==> config.mk <==
export PLATFORM = sky130hd
export DESIGN_NAME = delimited_frame_receiver
export DESIGN_NICKNAME = d
export VERILOG_FILES = /design/src/sv/dfr_pkg.sv /design/src/sv/delimited_frame_receiver.sv /design/src/sv/dfr_ram.sv /design/src/sv/dfr_scan.sv /design/src/sv/dfr_out_stage.sv
export VERILOG_INCLUDE_DIRS = /design/src /design/src/sv
export SDC_FILE = /design/constraint.sdc
export NUM_CORES = 1
export LEC_CHECK = 0
export ABC_CLOCK_PERIOD_IN_PS = 5950
export BUFFER_PORTS_ARGS = -buffer_cell sky130_fd_sc_hd__buf_2
export CORE_MARGIN = 2
export CORE_UTILIZATION = 36
export CTS_CLUSTER_DIAMETER = 30
export CTS_CLUSTER_SIZE = 8
export DETAILED_ROUTE_END_ITERATION = 10
export HOLD_SLACK_MARGIN = 0.1
export SYNTH_ARGS = -nofsm -noshare
export SYNTH_HDL_FRONTEND = slang
export SYNTH_SLANG_ARGS = --single-unit
==> constraint.sdc <==
create_clock -name aclk -period 5.95 [get_ports aclk]
set_input_delay 1.19 -clock aclk [delete_from_list [all_inputs] [get_ports aclk]]
set_output_delay 1.19 -clock aclk [all_outputs]
set_load 0.01 [all_outputs]
==> src/sv/assert_macros.svh <==
// shared assertion helpers
`ifndef ASSERT_MACROS_SVH
`define ASSERT_MACROS_SVH

// property must hold on every clock edge outside reset
`define DFR_ASSERT(lbl, clk, rstn, prop, msg) \
    lbl: assert property (@(posedge clk) disable iff (!rstn) (prop)) else $error(msg);

// condition must never be seen outside reset
`define DFR_NEVER(lbl, clk, rstn, cond, msg) \
    lbl: assert property (@(posedge clk) disable iff (!rstn) !(cond)) else $error(msg);

`endif

==> src/sv/dfr_pkg.sv <==
package dfr_pkg;

    localparam int WINDOW_BYTES_DEF = 32;
    localparam int MAX_RESULTS      = 32;
    localparam int FRAME_OVERHEAD   = 5;

    localparam logic [7:0] START_BYTE_RST  = 8'hAA;
    localparam logic [7:0] END_BYTE_RST    = 8'hBB;
    localparam logic [4:0] MAX_PAYLOAD_RST = 5'd20;

    typedef enum logic [1:0] {
        REG_START_BYTE  = 2'd0,
        REG_END_BYTE    = 2'd1,
        REG_MAX_PAYLOAD = 2'd2
    } reg_idx_t;

    typedef enum logic [2:0] {
        ST_IDLE,
        ST_FRONT,
        ST_START,
        ST_LEN,
        ST_XOR,
        ST_END,
        ST_EMIT,
        ST_EMPTY
    } state_t;

    typedef struct packed {
        logic [7:0] start_byte;
        logic [7:0] end_byte;
        logic [4:0] max_payload;
    } cfg_t;

    typedef struct packed {
        logic [7:0] command;
        logic [4:0] payload_length;
        logic       has_payload;
        logic [4:0] byte_index;
        logic [7:0] payload_byte;
        logic       last;
    } beat_t;

endpackage

==> src/sv/delimited_frame_receiver.sv <==
// channel   dir  tdata                               tuser        tlast
// s_        in   rx_byte[7:0]                        -            -
// m_        out  command, payload_length,            has_payload  last
//                byte_index, payload_byte
// cfg_      in   write enable, index, 8-bit data     -            -
//
// append, rescan restart, front-byte drop, frame check and result beats all share the
// one ram read port, which reads one window byte at a time
// reset clears the scan state, head pointer, fill and result counts, config registers
// and m_tvalid; the window ram needs no clearing
// a stalled m_ side holds the scan in an emit step; s_tready is high only between bytes

module delimited_frame_receiver #(
    parameter int WINDOW_BYTES = dfr_pkg::WINDOW_BYTES_DEF
) (
    input  logic        aclk,
    input  logic        aresetn,
    input  logic        s_tvalid,
    output logic        s_tready,
    input  logic [7:0]  s_tdata,   // rx_byte
    output logic        m_tvalid,
    input  logic        m_tready,
    output logic [31:0] m_tdata,   // command[7:0], payload_length[12:8],
                                   // byte_index[17:13], payload_byte[25:18]
    output logic        m_tuser,   // has_payload
    output logic        m_tlast,
    input  logic        cfg_wr_en,
    input  logic [1:0]  cfg_addr,
    input  logic [7:0]  cfg_wr_data
);

    localparam int PTR_W = $clog2(WINDOW_BYTES);

    dfr_pkg::cfg_t  cfg_reg;
    dfr_pkg::beat_t beat;
    logic           out_free;
    logic           out_load;
    logic           ram_we;
    logic [PTR_W-1:0] ram_waddr;
    logic [PTR_W-1:0] ram_raddr;
    logic [7:0]     ram_wdata;
    logic [7:0]     ram_rdata;

    always_ff @(posedge aclk) begin
        if (!aresetn) begin
            cfg_reg.start_byte  <= dfr_pkg::START_BYTE_RST;
            cfg_reg.end_byte    <= dfr_pkg::END_BYTE_RST;
            cfg_reg.max_payload <= dfr_pkg::MAX_PAYLOAD_RST;
        end else if (cfg_wr_en) begin
            case (dfr_pkg::reg_idx_t'(cfg_addr))
                dfr_pkg::REG_START_BYTE:  cfg_reg.start_byte  <= cfg_wr_data;
                dfr_pkg::REG_END_BYTE:    cfg_reg.end_byte    <= cfg_wr_data;
                dfr_pkg::REG_MAX_PAYLOAD: cfg_reg.max_payload <= cfg_wr_data[4:0];
                default: begin
                end
            endcase
        end
    end

    dfr_ram #(
        .DEPTH(WINDOW_BYTES)
    ) u_ram (
        .aclk  (aclk),
        .we    (ram_we),
        .waddr (ram_waddr),
        .wdata (ram_wdata),
        .raddr (ram_raddr),
        .rdata (ram_rdata)
    );

    dfr_scan #(
        .W(WINDOW_BYTES)
    ) u_scan (
        .aclk      (aclk),
        .aresetn   (aresetn),
        .cfg       (cfg_reg),
        .s_tvalid  (s_tvalid),
        .s_tdata   (s_tdata),
        .s_tready  (s_tready),
        .out_free  (out_free),
        .out_load  (out_load),
        .out_beat  (beat),
        .ram_we    (ram_we),
        .ram_waddr (ram_waddr),
        .ram_wdata (ram_wdata),
        .ram_raddr (ram_raddr),
        .ram_rdata (ram_rdata)
    );

    dfr_out_stage u_out (
        .aclk     (aclk),
        .aresetn  (aresetn),
        .load     (out_load),
        .beat     (beat),
        .out_free (out_free),
        .m_tvalid (m_tvalid),
        .m_tready (m_tready),
        .m_tdata  (m_tdata),
        .m_tuser  (m_tuser),
        .m_tlast  (m_tlast)
    );

endmodule

==> src/sv/dfr_ram.sv <==
module dfr_ram #(
    parameter int DEPTH = dfr_pkg::WINDOW_BYTES_DEF
) (
    input  logic                     aclk,
    input  logic                     we,
    input  logic [$clog2(DEPTH)-1:0] waddr,
    input  logic [7:0]               wdata,
    input  logic [$clog2(DEPTH)-1:0] raddr,
    output logic [7:0]               rdata
);

    logic [7:0] mem [DEPTH];
    logic [7:0] rdata_reg;

    always_ff @(posedge aclk) begin
        if (we) begin
            mem[waddr] <= wdata;
        end
        rdata_reg <= mem[raddr];
    end

    assign rdata = rdata_reg;

endmodule

==> src/sv/dfr_scan.sv <==
`include "assert_macros.svh"

module dfr_scan #(
    parameter int W = dfr_pkg::WINDOW_BYTES_DEF
) (
    input  logic                 aclk,
    input  logic                 aresetn,
    input  dfr_pkg::cfg_t        cfg,
    input  logic                 s_tvalid,
    input  logic [7:0]           s_tdata,
    output logic                 s_tready,
    input  logic                 out_free,
    output logic                 out_load,
    output dfr_pkg::beat_t       out_beat,
    output logic                 ram_we,
    output logic [$clog2(W)-1:0] ram_waddr,
    output logic [7:0]           ram_wdata,
    output logic [$clog2(W)-1:0] ram_raddr,
    input  logic [7:0]           ram_rdata
);

    localparam int PTR_W = $clog2(W);
    localparam int CNT_W = $clog2(W + 1);
    localparam int SUM_W = ((PTR_W > 6) ? PTR_W : 6) + 1;
    localparam int TOT_W = (CNT_W > 9) ? CNT_W : 9;

    dfr_pkg::state_t state_reg, state_next;
    logic [PTR_W-1:0] head_reg, head_next;
    logic [CNT_W-1:0] fill_reg, fill_next;
    logic [5:0]       off_reg, rd_off;
    logic [4:0]       len_reg, len_next;
    logic [7:0]       x_reg, x_next;
    logic [7:0]       cmd_reg, cmd_next;
    logic             chk_ok_reg, chk_ok_next;
    logic [4:0]       idx_reg, idx_next;
    logic [5:0]       produced_reg, produced_next;

    logic [5:0]       drop_cnt;
    logic             drop_en;
    logic [TOT_W-1:0] total_w;
    logic [5:0]       needed;
    logic             budget_over;
    logic             idx_at_end;

    function automatic logic [PTR_W-1:0] wrap(input logic [SUM_W-1:0] s);
        logic [SUM_W-1:0] w_s;
        w_s = SUM_W'(W);
        return (s >= w_s) ? PTR_W'(s - w_s) : PTR_W'(s);
    endfunction

    assign total_w     = TOT_W'(ram_rdata) + TOT_W'(dfr_pkg::FRAME_OVERHEAD);
    assign needed      = (len_reg == 5'd0) ? 6'd1 : 6'(len_reg);
    assign budget_over = (7'(produced_reg) + 7'(needed)) > 7'(dfr_pkg::MAX_RESULTS);
    assign idx_at_end  = (idx_reg == len_reg - 5'd1);

    assign ram_raddr = wrap(SUM_W'(head_reg) + SUM_W'(rd_off));
    assign ram_waddr = wrap(SUM_W'(head_reg) + SUM_W'(fill_reg));
    assign ram_wdata = s_tdata;
    assign s_tready  = (state_reg == dfr_pkg::ST_IDLE);

    always_ff @(posedge aclk) begin
        if (!aresetn) begin
            state_reg    <= dfr_pkg::ST_IDLE;
            head_reg     <= '0;
            fill_reg     <= '0;
            produced_reg <= '0;
        end else begin
            state_reg    <= state_next;
            head_reg     <= head_next;
            fill_reg     <= fill_next;
            produced_reg <= produced_next;
        end
    end

    always_ff @(posedge aclk) begin
        off_reg    <= rd_off;
        len_reg    <= len_next;
        x_reg      <= x_next;
        cmd_reg    <= cmd_next;
        chk_ok_reg <= chk_ok_next;
        idx_reg    <= idx_next;
    end

    always_comb begin
        state_next    = state_reg;
        fill_next     = fill_reg;
        produced_next = produced_reg;
        len_next      = len_reg;
        x_next        = x_reg;
        cmd_next      = cmd_reg;
        chk_ok_next   = chk_ok_reg;
        idx_next      = idx_reg;
        rd_off        = 6'd0;
        drop_en       = 1'b0;
        drop_cnt      = 6'd1;
        ram_we        = 1'b0;
        out_load      = 1'b0;
        out_beat      = '{command: cmd_reg, payload_length: len_reg, has_payload: 1'b1,
                          byte_index: idx_reg, payload_byte: ram_rdata, last: idx_at_end};

        case (state_reg)
            dfr_pkg::ST_IDLE: begin
                if (s_tvalid) begin
                    // full window drops the byte unstored
                    if (fill_reg < CNT_W'(W)) begin
                        ram_we    = 1'b1;
                        fill_next = fill_reg + CNT_W'(1);
                    end
                    produced_next = '0;
                    state_next    = dfr_pkg::ST_FRONT;
                end
            end
            dfr_pkg::ST_FRONT: begin
                state_next = (fill_reg == '0) ? dfr_pkg::ST_IDLE : dfr_pkg::ST_START;
            end
            dfr_pkg::ST_START: begin
                if (ram_rdata != cfg.start_byte) begin
                    drop_en    = 1'b1;
                    state_next = dfr_pkg::ST_FRONT;
                end else if (fill_reg < CNT_W'(2)) begin
                    state_next = dfr_pkg::ST_IDLE;
                end else begin
                    rd_off     = 6'd1;
                    state_next = dfr_pkg::ST_LEN;
                end
            end
            dfr_pkg::ST_LEN: begin
                if (ram_rdata > 8'(cfg.max_payload) || total_w > TOT_W'(W)) begin
                    drop_en    = 1'b1;
                    state_next = dfr_pkg::ST_FRONT;
                end else if (TOT_W'(fill_reg) < total_w) begin
                    state_next = dfr_pkg::ST_IDLE;
                end else begin
                    len_next   = ram_rdata[4:0];
                    x_next     = ram_rdata;
                    rd_off     = 6'd2;
                    state_next = dfr_pkg::ST_XOR;
                end
            end
            dfr_pkg::ST_XOR: begin
                // off_reg is the offset of the byte now on ram_rdata
                if (off_reg == 6'(len_reg) + 6'd3) begin
                    chk_ok_next = (ram_rdata == x_reg);
                    rd_off      = 6'(len_reg) + 6'd4;
                    state_next  = dfr_pkg::ST_END;
                end else begin
                    x_next = x_reg ^ ram_rdata;
                    if (off_reg == 6'd2) begin
                        cmd_next = ram_rdata;
                    end
                    rd_off = off_reg + 6'd1;
                end
            end
            dfr_pkg::ST_END: begin
                if (ram_rdata != cfg.end_byte || !chk_ok_reg) begin
                    drop_en    = 1'b1;
                    state_next = dfr_pkg::ST_FRONT;
                end else if (budget_over) begin
                    // frame stays in the window for the next byte
                    state_next = dfr_pkg::ST_IDLE;
                end else if (len_reg == 5'd0) begin
                    state_next = dfr_pkg::ST_EMPTY;
                end else begin
                    idx_next   = 5'd0;
                    rd_off     = 6'd3;
                    state_next = dfr_pkg::ST_EMIT;
                end
            end
            dfr_pkg::ST_EMIT: begin
                rd_off = 6'd3 + 6'(idx_reg);
                if (out_free) begin
                    out_load      = 1'b1;
                    produced_next = produced_reg + 6'd1;
                    if (idx_at_end) begin
                        drop_en    = 1'b1;
                        drop_cnt   = 6'(len_reg) + 6'(dfr_pkg::FRAME_OVERHEAD);
                        state_next = dfr_pkg::ST_FRONT;
                    end else begin
                        idx_next = idx_reg + 5'd1;
                        rd_off   = 6'd4 + 6'(idx_reg);
                    end
                end
            end
            dfr_pkg::ST_EMPTY: begin
                out_beat = '{command: cmd_reg, payload_length: 5'd0, has_payload: 1'b0,
                             byte_index: 5'd0, payload_byte: 8'd0, last: 1'b1};
                if (out_free) begin
                    out_load      = 1'b1;
                    produced_next = produced_reg + 6'd1;
                    drop_en       = 1'b1;
                    drop_cnt      = 6'(dfr_pkg::FRAME_OVERHEAD);
                    state_next    = dfr_pkg::ST_FRONT;
                end
            end
            default: begin
                state_next = dfr_pkg::ST_IDLE;
            end
        endcase

        head_next = head_reg;
        if (drop_en) begin
            head_next = wrap(SUM_W'(head_reg) + SUM_W'(drop_cnt));
            fill_next = fill_reg - CNT_W'(drop_cnt);
        end
    end

    `DFR_NEVER(a_fill_bound, aclk, aresetn, fill_reg > CNT_W'(W), "window fill past depth")
    `DFR_ASSERT(a_budget, aclk, aresetn, out_load |-> produced_reg < 6'(dfr_pkg::MAX_RESULTS), "result budget exceeded")
    `DFR_ASSERT(a_no_rw_mix, aclk, aresetn, ram_we |=> state_reg == dfr_pkg::ST_FRONT, "append not followed by rescan")

endmodule

==> src/sv/dfr_out_stage.sv <==
`include "assert_macros.svh"

module dfr_out_stage (
    input  logic           aclk,
    input  logic           aresetn,
    input  logic           load,
    input  dfr_pkg::beat_t beat,
    output logic           out_free,
    output logic           m_tvalid,
    input  logic           m_tready,
    output logic [31:0]    m_tdata,  // command, payload_length, byte_index, payload_byte
    output logic           m_tuser,  // has_payload
    output logic           m_tlast
);

    logic           valid_reg, valid_next;
    dfr_pkg::beat_t beat_reg;

    assign out_free = !valid_reg || m_tready;

    always_comb begin
        valid_next = valid_reg;
        if (load) begin
            valid_next = 1'b1;
        end else if (m_tready) begin
            valid_next = 1'b0;
        end
    end

    always_ff @(posedge aclk) begin
        if (!aresetn) begin
            valid_reg <= 1'b0;
        end else begin
            valid_reg <= valid_next;
        end
    end

    always_ff @(posedge aclk) begin
        if (load) begin
            beat_reg <= beat;
        end
    end

    assign m_tvalid = valid_reg;
    assign m_tdata  = {6'd0, beat_reg.payload_byte, beat_reg.byte_index,
                       beat_reg.payload_length, beat_reg.command};
    assign m_tuser  = beat_reg.has_payload;
    assign m_tlast  = beat_reg.last;

    `DFR_ASSERT(a_no_overwrite, aclk, aresetn, load |-> (!valid_reg || m_tready), "pending beat overwritten")

endmodule

==> flow_metrics.py <==
metrics = {
    "clocking": {
        "cts_buffers": 77,
        "root_buffer": "clkbuf_16",
        "cts_tree": "done",
        "clock-sinks": 367,
        "cts_max_path_buffers": 3,
        "h-tree-depth": 3,
        "holdBufCountCts": 0,
        "path_clk_slew_ns": 0.04,
        "clock_latency_ns": 0.60,
    },
    "grt": {
        "grt_max_degree": 65,
        "grt_overflow": 0,
        "antenna_found_initial": 0,
        "grt_pass1_wl_um": 59700,
        "grt_usage": 0.168,
        "first_global_vias": 10100,
    },
    "placement": {
        "place_ws_ns": 0.351,
        "place.gp.congestion": 0.844,
        "portBuffers": 52,
        "dp_hpwl_um": 23800,
    },
    "setup_path": {
        "worst_path_max_delay_cell": "fa_2",
        "worstPathRequired_ns": 6.42,
        "critPathCapture": "u_ram.rdata[0]",
        "crit_chain": "inv_1 > ha_1 > nand3b_1 > nand2_1 > inv_1 > ha_1 > a21o_1 > a21oi_1 > o21ai_0 > mux2_2 > o31ai_2 > nand3_1 > nand2_1 > ha_4 > inv_1 > fa_2 > buf_16 > mux4_2 > and2_1 > a211oi_1 > a31oi_1 > mux2_2",
        "reg2reg_depth": 22,
        "crit_top_cell": "inv_1",
        "cp-startpoint": "u_scan.len_reg[0]",
        "worst_setup_path_start_kind": "flip-flop",
        "arrival_ns": 6.01,
        "path_max_fanout": 32,
        "critPathMaxStageDelay_ns": 0.64,
        "critPathBufInv": 4,
        "crit_path_end_kind": "flip-flop",
        "cp_top_family": "adder cells",
        "timing.rr.start": "u_scan.len_reg[0]",
        "critical_path_class": "flip-flop to flip-flop",
        "r2r-end": "u_ram.rdata[0]",
        "rrSetupSlack_ns": 0.41,
        "cp.depth": 22,
    },
    "hold_path": {
        "hp-class": "flip-flop to flip-flop",
        "hold_depth": 0,
    },
    "sta": {
        "worst_pin_slew_ns": 1.17,
        "fin_skew_ns": 0.0424,
        "finalSetupViolCount": 0,
        "rsz0062_at_grt": "false",
        "fin_setup_tns_ns": 0,
        "setup_slack_ns": 0.407,
        "fin_crit_ns": 5.54,
        "hold_viol_final": 0,
        "post-route-period-util": 0.932,
        "fmax_ghz": 0.180,
        "slew_viol_final": 0,
        "slew_headroom": 0.216,
    },
    "floorplan": {
        "rows": 78,
        "die_area_um2": 47400,
        "io-pin-count": 59,
        "chipHeight_um": 218,
        "fp.dieW_um": 218,
        "coreArea_um2": 45300,
        "initial_utilization": 0.363,
    },
    "synth": {
        "syn_area_um2": 16500,
        "synth_area_leader_cell": "edfxtp_1",
        "yosys.area.top_type_share": 0.567,
        "synth_warnings": 0,
        "synth_edf_count": 311,
        "synth_top_cells_by_count": "edfxtp_1 (311), nand2_1 (105), mux4_2 (72), nor2_1 (69), dfxtp_1 (56)",
        "netlist_instances": 1115,
        "syn_avg_cell_area_um2": 14.8,
        "ys_async_sr_fraction": 0,
        "synth_area_leaders": "edfxtp_1 (57%), mux4_2 (9.9%), dfxtp_1 (6.8%), ha_1 (3.4%), xnor2_1 (2.9%)",
        "seq_area_frac_synth": 0.636,
        "synth_seq_cells": 367,
        "synth.most_common_cell": "edfxtp_1",
        "ys_types": 63,
        "ys.flop_type": "edfxtp_1",
    },
    "layout": {
        "multiInputGateArea_um2": 5670,
        "antenna_cells": 0,
        "drive_gt1_frac": 0.230,
        "seq_area_um2": 10500,
        "nNetsFinal": 1290,
        "area_growth_pct": 22.5,
        "fillers": 4038,
        "largest_reg_flops": 256,
    },
    "pwr": {
        "pwr_density_cell_nw_per_um2": 433,
        "ir_worst_vdd_uv": 251,
        "p_sw_frac": 0.255,
        "p_total_w": 0.00873,
        "intPower_w": 0.00651,
        "p_comb_frac": 0.144,
        "leakage_nw": 7.12,
        "p_seq_frac": 0.359,
        "p_sw_w": 0.00222,
        "clockPowerShare": 0.497,
    },
    "detailed_routing": {
        "post_drt_wl_per_cell_um": 20.6,
        "drt_iter0_drc": 626,
        "firstDrtPassIters": 5,
        "ant_nets": 0,
        "wl_um": 38700,
        "dr_total_vias": 9617,
        "viasPerCell": 5.13,
        "drc": 0,
    },
    "outcome": {
        "outcome": "completed",
    },
    "run": {
        "cap_violations": 0,
    },
}
## placed cells by master (no fill, tap or decap), types with 4 or more instances in the layout
cell,netlist,routed
a211oi_1,12,12
a21boi_0,6,6
a21o_1,8,8
a21oi_1,24,24
a31oi_1,9,9
and2_1,30,30
and3_1,5,5
buf_2,6,52
buf_4,8,19
bufinv_16,0,11
clkbuf_1,36,13
clkbuf_16,0,79
clkbuf_8,0,7
clkinv_2,0,7
clkinv_4,0,6
clkinvlp_4,0,6
conb_1,1,6
dfxtp_1,56,56
edfxtp_1,311,311
fa_1,5,4
ha_1,45,44
inv_1,31,31
mux2_2,9,9
mux2i_1,21,21
mux4_2,72,72
nand2_1,105,105
nand2b_1,5,5
nand3_1,26,26
nand3b_1,5,5
nand4_1,10,10
nor2_1,69,69
nor2b_1,17,17
nor3_1,14,14
nor4_1,4,4
o211ai_1,7,7
o21a_1,5,5
o21ai_0,20,20
or3_1,4,4
xnor2_1,55,53
xor2_1,29,29
## cells by family (layout without fill, tap and decap cells)
group | count (synthesis) | count (layout) | synth area share
xor gates and xnor gates | 86 | 86 | 0.0475
buffers and inverters | 89 | 244 | 0.0230
and+or+nand+nor | 307 | 307 | 0.0887
adders and majority gates | 50 | 50 | 0.0403
DFF | 367 | 367 | 0.636
AOI/OAI and AO/OA | 113 | 113 | 0.0471
other | 1 | 6 | 0.000228
muxes | 102 | 102 | 0.117
## final cells by class
| type | instances | area share |
|---|---|---|
| Sequential cell | 367 | 0.519 |
| Multi-Input combinational cell | 664 | 0.281 |
| Clock buffer | 98 | 0.104 |
| Tap cell | 600 | 0.0372 |
| Clock inverter | 39 | 0.0281 |
| Timing Repair Buffer | 75 | 0.0246 |
| Inverter | 32 | 0.00596 |
## power groups by stage
| stage | clock network, W | registers (W) | logic [W] |
|---|---|---|---|
| 6_report | 0.00434 | 0.00313 | 0.00126 |
| 2_1_floorplan | 0 | 0.00305 | 0.000979 |
| 5_1_grt | 0.00455 | 0.00314 | 0.00139 |
| 3_5_place_dp | 0 | 0.00317 | 0.00126 |
| 4_1_cts | 0.00441 | 0.00313 | 0.00127 |
| 3_3_place_gp | 0 | 0.00317 | 0.00125 |
## per-layer routing
metal	routed length, µm	up-vias	global-route usage
met5	0	-	0
met1	16700	4818	0.217
li1	-	4419	-
met3	2580	76	0.0463
met2	18500	304	0.271
met4	885	0	0.0596
## worst register-to-register path: stages (launching register included)
cell and delay (ns):
edfxtp_1 0.53, inv_1 0.14, ha_1 0.23, nand3b_1 0.19, nand2_1 0.17, inv_1 0.06
ha_1 0.26, a21o_1 0.17, a21oi_1 0.23, o21ai_0 0.15, mux2_2 0.30, o31ai_2 0.28
nand3_1 0.23, nand2_1 0.21, ha_4 0.15, inv_1 0.05, fa_2 0.64, buf_16 0.25
mux4_2 0.36, and2_1 0.17, a211oi_1 0.24, a31oi_1 0.12, mux2_2 0.30
## through the flow
step | area, µm² | hold slack [ns] | util | cells
2_1_floorplan | 16500 | 0.400 | - | 1120
4_1_cts | 20100 | 0.417 | 0.444 | 1874
5_1_grt | 20200 | 0.434 | 0.445 | 1875
6_report | 20200 | 0.416 | 0.445 | 1875
3_5_place_dp | 17500 | 0.407 | 0.386 | 1737
3_3_place_gp | 17500 | 0.402 | 0.386 | 1737
## what timing repair did
action / 4_1_cts / 5_1_grt
buffers inserted: 0 / 0
gates resized for setup: 0 / 2
endpoints found under the setup margin: 0 / 8
## how the worst min path moves through the flow
stage                           start          endpoint
floorplan           u_scan.cmd_reg[0]  u_out.m_tdata[0]
global placement    u_scan.cmd_reg[0]  u_out.m_tdata[0]
detailed placement  u_scan.cmd_reg[2]  u_out.m_tdata[2]
CTS                 u_scan.cmd_reg[2]  u_out.m_tdata[2]
global route        u_scan.cmd_reg[1]  u_out.m_tdata[1]
finish              u_scan.cmd_reg[2]  u_out.m_tdata[2]
(Power assumes the default switching activity.)
